$ cat config.mk
export PLATFORM = sky130hd
export DESIGN_NAME = vbcu_cfg
export DESIGN_NICKNAME = d
export VERILOG_FILES = /design/src/sv/vbcu_pkg.sv /design/src/sv/vbcu_cfg.sv
export SDC_FILE = /design/constraint.sdc
export NUM_CORES = 1
export LEC_CHECK = 0
export CORE_ASPECT_RATIO = 1.1
export CORE_MARGIN = 10
export CORE_UTILIZATION = 55
export DETAILED_ROUTE_END_ITERATION = 12
export DONT_BUFFER_PORTS = 1
export PLACE_DENSITY = 0.74
export REMOVE_ABC_BUFFERS = 1
export SLEW_MARGIN = 0
export SYNTH_ARGS = -nofsm -noshare
export SYNTH_HDL_FRONTEND = slang
export SYNTH_SLANG_ARGS = --single-unit
$ cat constraint.sdc
create_clock -name clk -period 0.81 [get_ports clk]
set_clock_uncertainty 0.1 [all_clocks]
set_input_delay 0.0405 -clock clk [delete_from_list [all_inputs] [get_ports clk]]
set_output_delay 0.0405 -clock clk [all_outputs]
set_load 0.01 [all_outputs]
$ cat src/sv/vbcu_pkg.sv
`timescale 1ns / 1ps
`default_nettype none
package vbcu_pkg;
	localparam int MAX_WIDTH = 64;
	localparam int MAX_HEIGHT = 64;
	localparam int MAX_SAMPLES = 32;
	localparam int XW = $clog2(MAX_WIDTH);
	localparam int YW = $clog2(MAX_HEIGHT);
	localparam int SW = $clog2(MAX_SAMPLES);
	localparam int AW = XW + YW + SW;
	localparam int DEPTH = MAX_WIDTH * MAX_HEIGHT * MAX_SAMPLES;
	localparam int DW = 24;

	localparam logic [2:0] REG_COLOR_MODE = 3'd0;
	localparam logic [2:0] REG_THRESHOLD = 3'd1;
	localparam logic [2:0] REG_MIN_MATCH = 3'd2;
	localparam logic [2:0] REG_NUM_SAMPLES = 3'd3;
	localparam logic [2:0] REG_UPDATE_FACTOR = 3'd4;
	localparam logic [2:0] REG_FRAME_WIDTH = 3'd5;
	localparam logic [2:0] REG_FRAME_HEIGHT = 3'd6;
	localparam logic [2:0] REG_NEIGHBOR_HALF = 3'd7;

	typedef enum logic [2:0] {
		ST_IDLE,
		ST_READ,
		ST_SELF,
		ST_NBR,
		ST_OUT
	} state_t;

	typedef struct packed {
		logic       color_mode;
		logic [7:0] threshold;
		logic [5:0] min_match;
		logic [5:0] num_samples;
		logic [8:0] update_factor;
		logic [6:0] frame_width;
		logic [6:0] frame_height;
		logic [1:0] neighbor_half;
	} cfg_t;

	function automatic logic [AW-1:0] store_addr(logic [XW-1:0] x, logic [YW-1:0] y,
		logic [SW-1:0] s);
		return {y, x, s};
	endfunction
endpackage
`default_nettype wire

$ cat src/sv/vbcu_cfg.sv
`timescale 1ns / 1ps
`default_nettype none
module vbcu_cfg (
	input  wire logic              clk,
	input  wire logic              arst_n,
	input  wire logic              cfg_we,
	input  wire logic [2:0]        cfg_index,
	input  wire logic [8:0]        cfg_data,
	output vbcu_pkg::cfg_t         cfg
);
	import vbcu_pkg::*;

	cfg_t cfg_q;

	always_ff @(posedge clk or negedge arst_n) begin
		if (!arst_n) begin
			cfg_q.color_mode    <= 1'b0;
			cfg_q.threshold     <= 8'd20;
			cfg_q.min_match     <= 6'd2;
			cfg_q.num_samples   <= 6'd20;
			cfg_q.update_factor <= 9'd16;
			cfg_q.frame_width   <= 7'd64;
			cfg_q.frame_height  <= 7'd64;
			cfg_q.neighbor_half <= 2'd1;
		end else if (cfg_we) begin
			case (cfg_index)
				REG_COLOR_MODE:    cfg_q.color_mode    <= cfg_data[0];
				REG_THRESHOLD:     cfg_q.threshold     <= cfg_data[7:0];
				REG_MIN_MATCH:     cfg_q.min_match     <= cfg_data[5:0];
				REG_NUM_SAMPLES:   cfg_q.num_samples   <= cfg_data[5:0];
				REG_UPDATE_FACTOR: cfg_q.update_factor <= cfg_data;
				REG_FRAME_WIDTH:   cfg_q.frame_width   <= cfg_data[6:0];
				REG_FRAME_HEIGHT:  cfg_q.frame_height  <= cfg_data[6:0];
				REG_NEIGHBOR_HALF: cfg_q.neighbor_half <= cfg_data[1:0];
				default: ;
			endcase
		end
	end

	assign cfg = cfg_q;
endmodule
`default_nettype wire

==> impl_metrics.yaml <==
outcome:
  status: "finished, violations left"
  violations: "negative hold slack, negative setup slack"
clock_network:
  cts_tree: "done"
  cts_buffer_depth: 2
  clk_pin_slew_worst_paths_ns: 0.18
  h-tree-depth: 2
  insertion_delay_ns: 0.39
  cts_made_buffers: 5
  clock-root-buffer: "clkbuf_4"
  cts_hold_buf: 9
  cts.sinks: 46
final_layout:
  multi_input_area_sq_um: 773.2
  instances_no_fill: 266
  syn_to_final_growth_pct: 70.57
  num-fill-cells: 46
  finish.utilization: 0.9733
  layout-drive-gt1-share: 0.7593
  largest_reg_flops: 46
  finalNetCount: 230
  regArea_sq_mm: 0.001162
route:
  drt_wl_total_mm: 9.498
  vias: 1636
  drt-vias-per-instance: 6.150
  wl_per_cell_um: 35.71
  dr.pass1.iters: 4
  drc: 0
  ant_nets: 0
  first_iter_violations: 206
placed_design:
  dp_hpwl_mm: 3.306
  port_buffers: 0
  pre_cts_ws_ns: -0.2197
  dp_cells: 218
  gp_congestion: 0.7171
sta:
  timing.hold.ws_ns: -0.8093
  fmax_mhz: 775.1
  setup_viol: 92
  grt_setup_unrepaired: "yes"
  post-route-period-util: 1.593
  hold_viol: 54
  worst_slew_pin_slew_ns: 0.5340
  maxSlewViolCount: 0
  slew_headroom: 0.6390
  layout_setup_ws_ns: -0.4802
  fin_crit_ns: 1.290
synth:
  ys_top_cells_by_count: "dfrtp_1 (37), mux2_2 (29), mux2_4 (17), dfstp_2 (9)"
  synth_top_area_share: 0.4872
  synth_mux_area_frac: 0.3061
  ys_types: 11
  yosys_warnings: 0
  synth_cells: 107
  ys_async_sr_fraction: 1.000
  avgSynthCellArea_sq_um: 17.76
  synth-main-ff-cell: "dfrtp_1"
  synth_fa_ha_area_frac: 0
  syn_area_sq_mm: 0.001901
  synth_top_family_by_area: "multiplexers"
  synth-simple-area-share: 0.05135
  synth_xor_area_frac: 0
  synth_area_leaders: "dfrtp_1 (49%), mux2_2 (17%), mux2_4 (13%)"
  yosysSeqAreaShare: 0.6116
  synth_top_cell_by_area: "dfrtp_1"
  synth-edff-count: 0
  synth.most_common_cell: "dfrtp_1"
  synth-compound-area-share: 0
  synth_seq_cells: 46
floorplanning:
  core_area_sq_mm: 0.003331
  dieWidth_um: 76.05
  start_util: 0.5706
  ios: 61
  die-area_sq_mm: 0.006210
  rows: 22
  die_y_um: 81.66
global_routing:
  antenna_found_initial: 1
  grt_pass1_wl_mm: 9.170
  first_global_vias: 1555
  track_usage: 0.1926
  grt_overflow: 0
  grt_max_degree: 47
critical_path:
  critical_path_arrival_ns: 1.15
  critical_path_required_ns: 0.67
  path_max_fanout: 2
  crit_type: "reg2out"
  crit_path_end_kind: "output port"
  start_kind: "flop"
pwr:
  ir_worst_vdd_mv: 2.237
  p_total_mw: 8.676
  leakagePower_nw: 1.606
  power_density_mw_per_mm2: 2676
run:
  maxCapViolCount: 0
min_path:
  hold_class: "in2async"
==> cell usage in the layout (no fill, tap or decap) <==
cell type       n
clkbuf_1        1
clkbuf_8        1
nand4_1         1
buf_4          11
mux2_2          4
nor4b_1         1
and4bb_1        3
dfrtp_1        37
mux2_4         42
buf_12          2
dlygate4sd3_1   9
clkinv_2        1
buf_6          86
diode_2         2
dfstp_2         9
nand4b_2        3
clkbuf_4        5
==> power by group <==
group	switching (mW)	leakage [nW]	total (mW)	internal, mW
Sequential	0.617	0.539	3.49	2.88
Combinational	1.35	1.03	3.85	2.50
Clock	0.913	0.0353	1.34	0.423
Total	2.88	1.61	8.68	5.80
==> kinds of logic (layout without fill, tap and decap cells) <==
family	after synthesis	after routing
mux	46	46
flops	46	46
simple gates	8	8
buf+inv	7	116
other cells	0	2
==> cell type report <==
type	instances	area share
Timing Repair Buffer	108	0.3643
Sequential cell	46	0.3585
Multi-Input combinational cell	54	0.2385
Tap cell	48	0.01853
Clock buffer	7	0.01698
Clock inverter	1	0.001544
Antenna cell	2	0.001544
==> path summary, 6_finish.rpt <==
path | endpoint | cells past startpoint | startpoint | slack (ns)
max | cfg[19] | 2 | cfg[19] | -0.48
min | cfg[43] | 0 | arst_n | -0.81
max reg2reg | cfg[16] | 2 | cfg[16] | -0.31
min reg2reg | cfg[6] | 1 | cfg[6] | 0.48
max in group asynchronous | cfg[29] | 0 | arst_n | 1.21
min in group clk | cfg[45] | 2 | cfg_index[0] | -0.15
==> per-stage QoR <==
| stage | instance area, sq um | setup TNS, ns |
|---|---|---|
| after floorplan | 1842 | -7.648 |
| after global placement | 2452 | -6.149 |
| after detailed placement | 2452 | -6.600 |
| after CTS | 3064 | -18.92 |
| after global routing | 3242 | -26.73 |
| final | 3242 | -25.98 |
==> critical path: stages (launching register included) <==
cell	delay, ns
dfrtp_1	0.48
buf_6	0.15
buf_6	0.11
==> metal layers <==
layer	vias to the layer above	share of wire	global-route usage
li1	598	-	-
met1	831	0.32	0.2011
met2	151	0.49	0.3503
met3	56	0.10	0.06332
met4	0	0.081	0.09108
met5	-	0	0
==> what timing repair did <==
action                     CTS  global route
buffers inserted            17            15
hold endpoints to repair    92            54
gates resized for setup     89            23
setup endpoints to repair   92            92
Power figures use the tool's default switching activity.
