===== src/sv/vbcu_pkg.sv =====
`timescale 1ns / 1ps
`default_nettype none
package vbcu_pkg;
	localparam int MAX_WIDTH = 64;
	localparam int MAX_HEIGHT = 64;
	localparam int MAX_SAMPLES = 32;
	localparam int XW = $clog2(MAX_WIDTH);
	localparam int YW = $clog2(MAX_HEIGHT);
	localparam int SW = $clog2(MAX_SAMPLES);
	localparam int AW = XW + YW + SW;
	localparam int DEPTH = MAX_WIDTH * MAX_HEIGHT * MAX_SAMPLES;
	localparam int DW = 24;

	localparam logic [2:0] REG_COLOR_MODE = 3'd0;
	localparam logic [2:0] REG_THRESHOLD = 3'd1;
	localparam logic [2:0] REG_MIN_MATCH = 3'd2;
	localparam logic [2:0] REG_NUM_SAMPLES = 3'd3;
	localparam logic [2:0] REG_UPDATE_FACTOR = 3'd4;
	localparam logic [2:0] REG_FRAME_WIDTH = 3'd5;
	localparam logic [2:0] REG_FRAME_HEIGHT = 3'd6;
	localparam logic [2:0] REG_NEIGHBOR_HALF = 3'd7;

	typedef enum logic [2:0] {
		ST_IDLE,
		ST_READ,
		ST_SELF,
		ST_NBR,
		ST_OUT
	} state_t;

	typedef struct packed {
		logic       color_mode;
		logic [7:0] threshold;
		logic [5:0] min_match;
		logic [5:0] num_samples;
		logic [8:0] update_factor;
		logic [6:0] frame_width;
		logic [6:0] frame_height;
		logic [1:0] neighbor_half;
	} cfg_t;

	function automatic logic [AW-1:0] store_addr(logic [XW-1:0] x, logic [YW-1:0] y,
		logic [SW-1:0] s);
		return {y, x, s};
	endfunction
endpackage
`default_nettype wire


===== src/sv/vbcu_match.sv =====
`timescale 1ns / 1ps
`default_nettype none
module vbcu_match (
	input  wire logic             color_mode,
	input  wire logic [7:0]       threshold,
	input  wire logic [23:0]      pix,
	input  wire logic [23:0]      smp,
	output logic                  hit
);
	import vbcu_pkg::*;

	logic [7:0]  d0, d1, d2;
	logic [9:0]  l1;
	logic [11:0] t9;

	always_comb begin
		d0 = (pix[7:0] > smp[7:0]) ? pix[7:0] - smp[7:0] : smp[7:0] - pix[7:0];
		d1 = (pix[15:8] > smp[15:8]) ? pix[15:8] - smp[15:8] : smp[15:8] - pix[15:8];
		d2 = (pix[23:16] > smp[23:16]) ? pix[23:16] - smp[23:16]
			: smp[23:16] - pix[23:16];
		l1 = {2'b0, d0} + {2'b0, d1} + {2'b0, d2};
		t9 = {threshold, 3'b0} + {4'b0, threshold};
		if (!color_mode)
			hit = d0 < threshold;
		else
			hit = {1'b0, l1, 1'b0} < t9;
	end
endmodule
`default_nettype wire


===== config.mk =====
export PLATFORM = sky130hd
export DESIGN_NAME = vbcu_match
export DESIGN_NICKNAME = d
export VERILOG_FILES = /design/src/sv/vbcu_pkg.sv /design/src/sv/vbcu_match.sv
export SDC_FILE = /design/constraint.sdc
export NUM_CORES = 1
export LEC_CHECK = 0
export BUFFER_PORTS_ARGS = -buffer_cell sky130_fd_sc_hd__buf_2
export CAP_MARGIN = 20
export CORE_MARGIN = 1
export CORE_UTILIZATION = 60
export DETAILED_ROUTE_END_ITERATION = 8
export GPL_TIMING_DRIVEN = 0
export PLACE_DENSITY = 0.85
export SETUP_SLACK_MARGIN = 0.15
export SYNTH_ARGS = -nofsm -noshare
export SYNTH_HDL_FRONTEND = slang
export SYNTH_SLANG_ARGS = --single-unit

===== constraint.sdc =====
create_clock -name vclk -period 7.64
set_input_delay 0.764 -clock vclk [all_inputs]
set_output_delay 0.764 -clock vclk [all_outputs]
set_load 0.05 [all_outputs]

==> metrics.csv, run 1 <==
metric;value;unit
yosys_warnings;0;
syn_area;3150;sq um
place_ws;1.14;ns
cts_resized;0;
drc;0;
n_antenna_cell;0;
p_per_area;201;nW/um^2
cp-end-kind;output pin;
final_common_cell;inv_1;
nFillCells;410;
dp_cells;532;
seq_area;0;sq um
fin_setup_tns;0;ns
worst_ep_required_time;6.88;ns
antenna_found_initial;0;
hpwl;6.03;mm
grt_max_degree;11;
ant_nets;0;
critPathLaunchType;input pin;
tightest_slew;0.538;ns
start_util;64.5;%
hold_ws;2.05;ns
relSlewSlack;64.1;%
path_buf_inv;6;
fmax;154;MHz
clockBufferCount;0;
avgSynthCellArea;7.73;sq um
crit_slowest_cell;fa_1;
fin_ws;1.13;ns
min_from;color_mode;
layoutNonFillerInstCount;532;
synth_cells;407;
routed_wirelength;6.80;mm
layout_common_cells;inv_1, ha_1, buf_2, a21oi_1;
seq_cells;0;
rsz0062_at_grt;no;
numPortBuffers;58;
path_max_fanout;9;
ys_types;53;
post-route-min-period;6.51;ns
first_iter_violations;106;
grt_pass1_wl;11.6;mm
die_area;5540;sq um
utilization;72.2;%
hold_depth;4;
dr_total_vias;2968;
drive_gt1_share;17.0;%
fin_crit_sh;85.2;%
synthToLayoutAreaGrowth;11.9;%
grt_usage;25.5;%
ctsHoldBuffers;0;
grt-ovfl-total;0;
hold_class;input pin to output pin;
yosysSeqAreaShare;0;%
post_cts_buffers;0;
core_area;4880;sq um
cp_top_family;compound AO/OA/AOI/OAI gates;
hold_end;hit;
max_cap_violations;0;
firstDrtPassIters;4;
multi_input_area;2790;sq um
vdd_ir_drop_max;0.128;mV
die_h;74.4;um
maxSlewViolCount;0;
synthesis.nets;554;
ios;58;
nets;614;
die_w;74.4;um
worstSetupPathType;input pin to output pin;
wire_per_inst;12.8;um
crit_path_cell_trace;buf_2 -> inv_1 -> ha_1 -> buf_4 -> a211oi_1 -> o21bai_1 -> o22ai_2 -> mux2i_1 -> fa_1 -> inv_1 -> ha_1 -> inv_1 -> fa_1 -> nor2b_1 -> o21ai_0 -> a21boi_0 -> o21ai_0 -> a21boi_0 -> nor2_1 -> ha_1 -> nand2_1 -> o2111ai_1 -> o211ai_1 -> buf_2;
gp_congestion;0.820;
hold_viol;0;
viasPerCell;5.58;
grt_pass1_vias;2808;
num_rows;25;
setup_viol;0;
cpPeakStageDelay;0.48;ns
run_status;completed;
power_leakage;1.96;nW
cp_data_arrival_time;5.74;ns
## logic make-up (layout without fill, tap and decap cells)
group,Yosys count,count (layout),synth area share (%)
and+or+nand+nor,86,86,14.1
xor gates and xnor gates,24,24,6.68
adders and majority gates,90,90,39.6
AOI/OAI and AO/OA,98,98,21.8
muxes,19,19,6.36
buffers and inverters,90,148,11.4
## synth_stat cells (3+ instances only)
cell,number,area [sq um]
nand4_1,6,37.5
or2_2,3,18.8
xor2_1,4,35.0
a21o_1,11,82.6
nor2_1,20,75.1
and2_1,4,25.0
xnor2_1,20,175
nand2b_1,6,37.5
inv_1,83,312
nor3_1,7,35.0
and3_1,3,18.8
o221ai_1,3,26.3
o211ai_1,3,22.5
nand3_1,8,40.0
mux2i_1,11,110
a31oi_1,4,25.0
ha_1,74,926
mux2_2,8,90.1
a21boi_0,4,30.0
a211oi_1,4,30.0
fa_1,16,320
nand2_1,13,48.8
o21bai_1,3,22.5
nor2b_1,9,56.3
o21ai_0,18,90.1
a21oi_1,21,105
a211o_1,5,43.8
o21a_1,4,30.0
## where the power goes
group	switching [W]	total (W)	internal, W
clock	0	0	0
combinational	0.000388	0.000707	0.000319
sequential	0	0	0
## layout make-up
| class | count | share of cell area [%] |
|---|---|---|
| repair buffers | 58 | 8.24 |
| plain buffers | 7 | 1.35 |
| inverters | 83 | 8.85 |
| multi-input cells | 317 | 79.2 |
| well taps | 67 | 2.38 |
## stage by stage
stage	power (W)	instance area, sq um
2_1_floorplan	0.000553	3150
3_3_place_gp	0.000669	3520
5_1_grt	0.000807	3520
6_report	0.000707	3520
3_5_place_dp	0.000697	3520
4_1_cts	0.000708	3520
## metal layers
metal | track usage [%] | wire (um) | up-vias | share of wire (%)
li1 | - | - | 1523 | -
met1 | 32.3 | 3050 | 1373 | 45
met2 | 49.4 | 3460 | 70 | 51
met3 | 1.08 | 276 | 2 | 4.1
met4 | 1.26 | 4 | 0 | 0.059
met5 | 0 | 0 | - | 0
## worst max-delay path by stage
stage	start	endpoint	slack (ns)	cells after the start
after CTS	pix[0]	hit	1.15	27
after floorplan	pix[4]	hit	1.33	24
after detailed placement	pix[0]	hit	1.14	27
after global placement	pix[0]	hit	1.29	27
final	pix[13]	hit	1.13	24
after global routing	pix[0]	hit	0.71	25
Power figures use the tool's default switching activity.
==> run 2: changes to the inputs <==
- ABC_AREA: default -> 1
- CAP_MARGIN: 20 -> default
- PLACE_DENSITY: 0.85 -> 0.84
==> metrics.csv, run 2 <==
metric;value;unit
p_switching;0.000433;W
fin_crit_sh;76.0;%
grt_pass1_vias;3499;
yosysTopAreaCellShare;25.2;%
clockBufferCount;0;
max_cap_violations;0;
antenna_found_initial;0;
tightest_slew;0.408;ns
ios;58;
crit_path_frequent_cell;inv_1;
hpwl;7.04;mm
worst_ep_required_time;6.88;ns
grt_pass1_wl;13.6;mm
cp_num_cells;31;
nets;837;
path_buf_inv;10;
synthesis.nets;777;
syn_area;3680;sq um
fmax;172;MHz
yosys.area.top_type;ha_1;
core_area;5920;sq um
routed_wirelength;7.81;mm
yosysSeqAreaShare;0;%
layoutNonFillerInstCount;763;
wire_per_inst;10.2;um
grt-ovfl-total;0;
yosys_warnings;0;
fin_ws;1.84;ns
ant_nets;0;
relSlewSlack;72.5;%
drc;0;
start_util;62.2;%
num_rows;28;
power_leakage;2.61;nW
p_per_area;183;nW/um^2
ctsHoldBuffers;0;
crit_slowest_cell;fa_1;
hold_viol;0;
power.total;0.000744;W
numPortBuffers;58;
synth.area.top_cells;ha_1, nand2_1, inv_1;
pwr-share-clk;0;%
p_comb_share;100.0;%
seq_area;0;sq um
post_cts_buffers;0;
dp_cells;763;
cpPeakStageDelay;0.47;ns
grt_max_degree;11;
drive_gt1_share;12.1;%
power_frac_seq;0;%
hold_class;input pin to output pin;
nFillCells;551;
vdd_ir_drop_max;0.203;mV
run_status;completed;
critPathLaunchType;input pin;
multi_input_area;3090;sq um
synthToLayoutAreaGrowth;10.4;%
grt_usage;25.3;%
layout_common_cells;nand2_1, inv_1, ha_1, buf_2;
post-route-min-period;5.80;ns
cp_top_family;adder cells;
seq_cells;0;
dr_total_vias;3890;
hold_depth;5;
die_h;80.3;um
die_w;80.3;um
cp-end-kind;output pin;
yosys-top-cells-count;nand2_1, inv_1, ha_1;
place_ws;1.82;ns
worstSetupPathType;input pin to output pin;
synth_cells;630;
n_antenna_cell;0;
viasPerCell;5.10;
swShare;58.2;%
cts_resized;0;
setup_viol;0;
final_cell_area;4060;sq um
rsz0062_at_grt;no;
path_max_fanout;10;
fin_setup_tns;0;ns
p_int;0.000311;W
synthMostInstantiatedCell;nand2_1;
firstDrtPassIters;5;
avgSynthCellArea;5.84;sq um
first_iter_violations;175;
die_area;6450;sq um
cp_data_arrival_time;5.04;ns
gp_congestion;0.956;
ys_types;28;
placed_area;4060;sq um
final_common_cell;nand2_1;
maxSlewViolCount;0;
run 2: cell types whose count changed in the layout (fill, tap and decap cells not counted), moves of 11 or more:
| cell | before | now |
|---|---|---|
| a21oi_1 | 21 | 35 |
| nand4_1 | 6 | 19 |
| mux2i_1 | 11 | 0 |
| nand3_1 | 8 | 35 |
| xor2_1 | 4 | 17 |
| nand2_1 | 13 | 196 |
| inv_1 | 83 | 140 |
| nor2_1 | 20 | 33 |
| xnor2_1 | 20 | 9 |
run 2: layer usage:
metal  GRT usage [%]  vias up  part of all wire, %
met5               0        -                    0
met4            2.50        0                 0.90
met3           0.455        7                  2.9
met2            48.2       85                   49
met1            32.4     1729                   47
li1                -     2069                    -
run 2: area by class of cell:
cell class / instances / area share (%)
multi-input combinational: 478 / 76.0
inverter: 143 / 13.2
timing repair buffer: 58 / 7.14
tap: 75 / 2.31
buffer: 9 / 1.32
run 2: through the flow:
step	utilization (%)	hold slack, ns
floorplan	-	1.90
global placement	68.6	1.96
detailed placement	68.6	1.96
CTS	68.6	1.96
global route	68.6	1.99
finish	68.6	1.96
run 2: power groups by stage:
stage	logic, W	clock network (W)	registers [W]
final	0.000744	0	0
after global routing	0.000873	0	0
after CTS	0.000747	0	0
after detailed placement	0.000744	0	0
after global placement	0.000715	0	0
after floorplan	0.000598	0	0
run 2: kinds of logic (layout without fill, tap and decap cells):
kind of cell / Yosys count / after routing / synth area share [%]
AND/OR/NAND/NOR: 294 / 294 / 33.2
buffers and inverters: 152 / 210 / 16.0
adder cells (fa/ha/maj): 90 / 90 / 33.9
AO/OA/AOI/OAI: 68 / 68 / 10.7
XOR/XNOR: 26 / 26 / 6.19
run 2: worst paths after layout:
| kind | slack [ns] | end | startpoint |
|---|---|---|---|
| worst min-delay path | 1.96 | hit | color_mode |
| worst max-delay path | 1.84 | hit | pix[0] |
run 2: tightest hold or removal path, delay by kind of cell:
family	cells	cell delay [ns]
AND/OR/NAND/NOR	2	0.12
buffers and inverters	3	0.32
==> run 3: changes to the inputs <==
- CORE_UTILIZATION: 60 -> 55
- PLACE_DENSITY: 0.84 -> 0.81
- clock period: 7.64 -> 4.77 ns (I/O delays scaled with it)
==> metrics.csv, run 3 (synthesis results as in run 2) <==
metric;value;unit
seq_area;0;sq um
maxSlewViolCount;0;
fin_ws;0.00519;ns
grt_usage;24.5;%
worstSetupEndpoint;hit;
antenna_found_initial;0;
p_switching;0.000846;W
numPortBuffers;58;
n_antenna_cell;0;
layout_common_cells;nand2_1, inv_1, buf_2, ha_1, nand3_1;
path_max_fanout;6;
viasPerCell;5.23;
die_area;7020;sq um
dr_total_vias;4151;
grt_pass1_vias;3670;
run_status;completed;
critPathLaunchType;input pin;
pwr-share-clk;0;%
setup_viol;0;
fmax;210;MHz
p_int;0.000716;W
critPathLaunch;pix[0];
fin_setup_tns;0;ns
power_leakage;2.76;nW
num_rows;29;
p_comb_share;100.0;%
worstSetupPathType;input pin to output pin;
worst_ep_required_time;4.29;ns
fin_crit_sh;99.9;%
hpwl;7.12;mm
synthToLayoutAreaGrowth;25.2;%
grt_max_degree;9;
hold_class;input pin to output pin;
ctsHoldBuffers;0;
die_w;83.8;um
grt_pass1_wl;15.0;mm
start_util;57.6;%
cp-end-kind;output pin;
tightest_slew;0.413;ns
max_cap_violations;0;
gp_congestion;0.960;
nets;865;
post-route-min-period;4.76;ns
vdd_ir_drop_max;0.506;mV
swShare;54.2;%
crit_path_frequent_cell;nand2_1;
seq_cells;0;
rsz0062_at_grt;yes;
ant_nets;0;
final_common_cell;nand2_1;
routed_wirelength;9.14;mm
cpPeakStageDelay;0.43;ns
drc;0;
core_area;6390;sq um
firstDrtPassIters;5;
drive_gt1_share;25.0;%
p_per_area;339;nW/um^2
grt-ovfl-total;0;
power_frac_seq;0;%
clockBufferCount;0;
nFillCells;505;
place_ws;-0.468;ns
final_cell_area;4610;sq um
relSlewSlack;72.2;%
crit_slowest_cell;fa_1;
first_iter_violations;236;
die_h;83.8;um
cp_data_arrival_time;4.29;ns
placed_area;4070;sq um
hold_viol;0;
ios;58;
wire_per_inst;11.5;um
run 3: repair_timing:
item,4_1_cts,5_1_grt
setup endpoints to repair,1,1
resized for setup,54,45
pin swaps,32,34
buffers inserted,20,8
run 3: per-stage QoR:
step / cells / util (%) / hold slack, ns / power, W
global placement: 765 / 63.7 / 1.42 / 0.00115
global route: 793 / 72.2 / 1.43 / 0.00174
floorplan: 630 / - / 1.23 / 0.000961
detailed placement: 765 / 63.7 / 1.42 / 0.00120
finish: 793 / 72.2 / 1.39 / 0.00156
CTS: 785 / 68.9 / 1.38 / 0.00136
run 3: layer usage:
| metal | vias to the layer above | part of all wire (%) | GRT usage, % |
|---|---|---|---|
| met5 | - | 0 | 0 |
| met4 | 0 | 1.2 | 4.01 |
| met3 | 14 | 3.3 | 0.198 |
| met2 | 138 | 51 | 45.2 |
| met1 | 1869 | 45 | 32.6 |
| li1 | 2130 | - | - |
run 3: area by class of cell:
cell class                 count  area [sq um]  share of cell area, %
multi-input combinational    478          3370                   73.1
inverter                     143           544                   11.8
timing repair buffer          86           528                   11.5
tap                           77          96.3                   2.09
buffer                         9          70.1                   1.52
run 3: how the worst min path moves through the flow:
stage                          start  endpoint  slack (ns)  cells after the start
final                     color_mode       hit        1.39                      5
after global routing      color_mode       hit        1.43                      5
after CTS                 color_mode       hit        1.38                      5
after detailed placement  color_mode       hit        1.42                      5
after global placement    color_mode       hit        1.42                      5
after floorplan           color_mode       hit        1.23                      3
run 3: power groups by stage:
| stage | combinational, W | sequential [W] | clock [W] |
|---|---|---|---|
| 2_1_floorplan | 0.000961 | 0 | 0 |
| 3_3_place_gp | 0.00115 | 0 | 0 |
| 3_5_place_dp | 0.00120 | 0 | 0 |
| 4_1_cts | 0.00136 | 0 | 0 |
| 5_1_grt | 0.00174 | 0 | 0 |
| 6_report | 0.00156 | 0 | 0 |
run 3: worst max-delay path, delay by kind of cell:
family / cells / cell delay (ns)
AND/OR/NAND/NOR: 11 / 0.80
AO/OA/AOI/OAI: 4 / 0.45
buffers and inverters: 10 / 0.81
adder cells (fa/ha/maj): 6 / 1.74
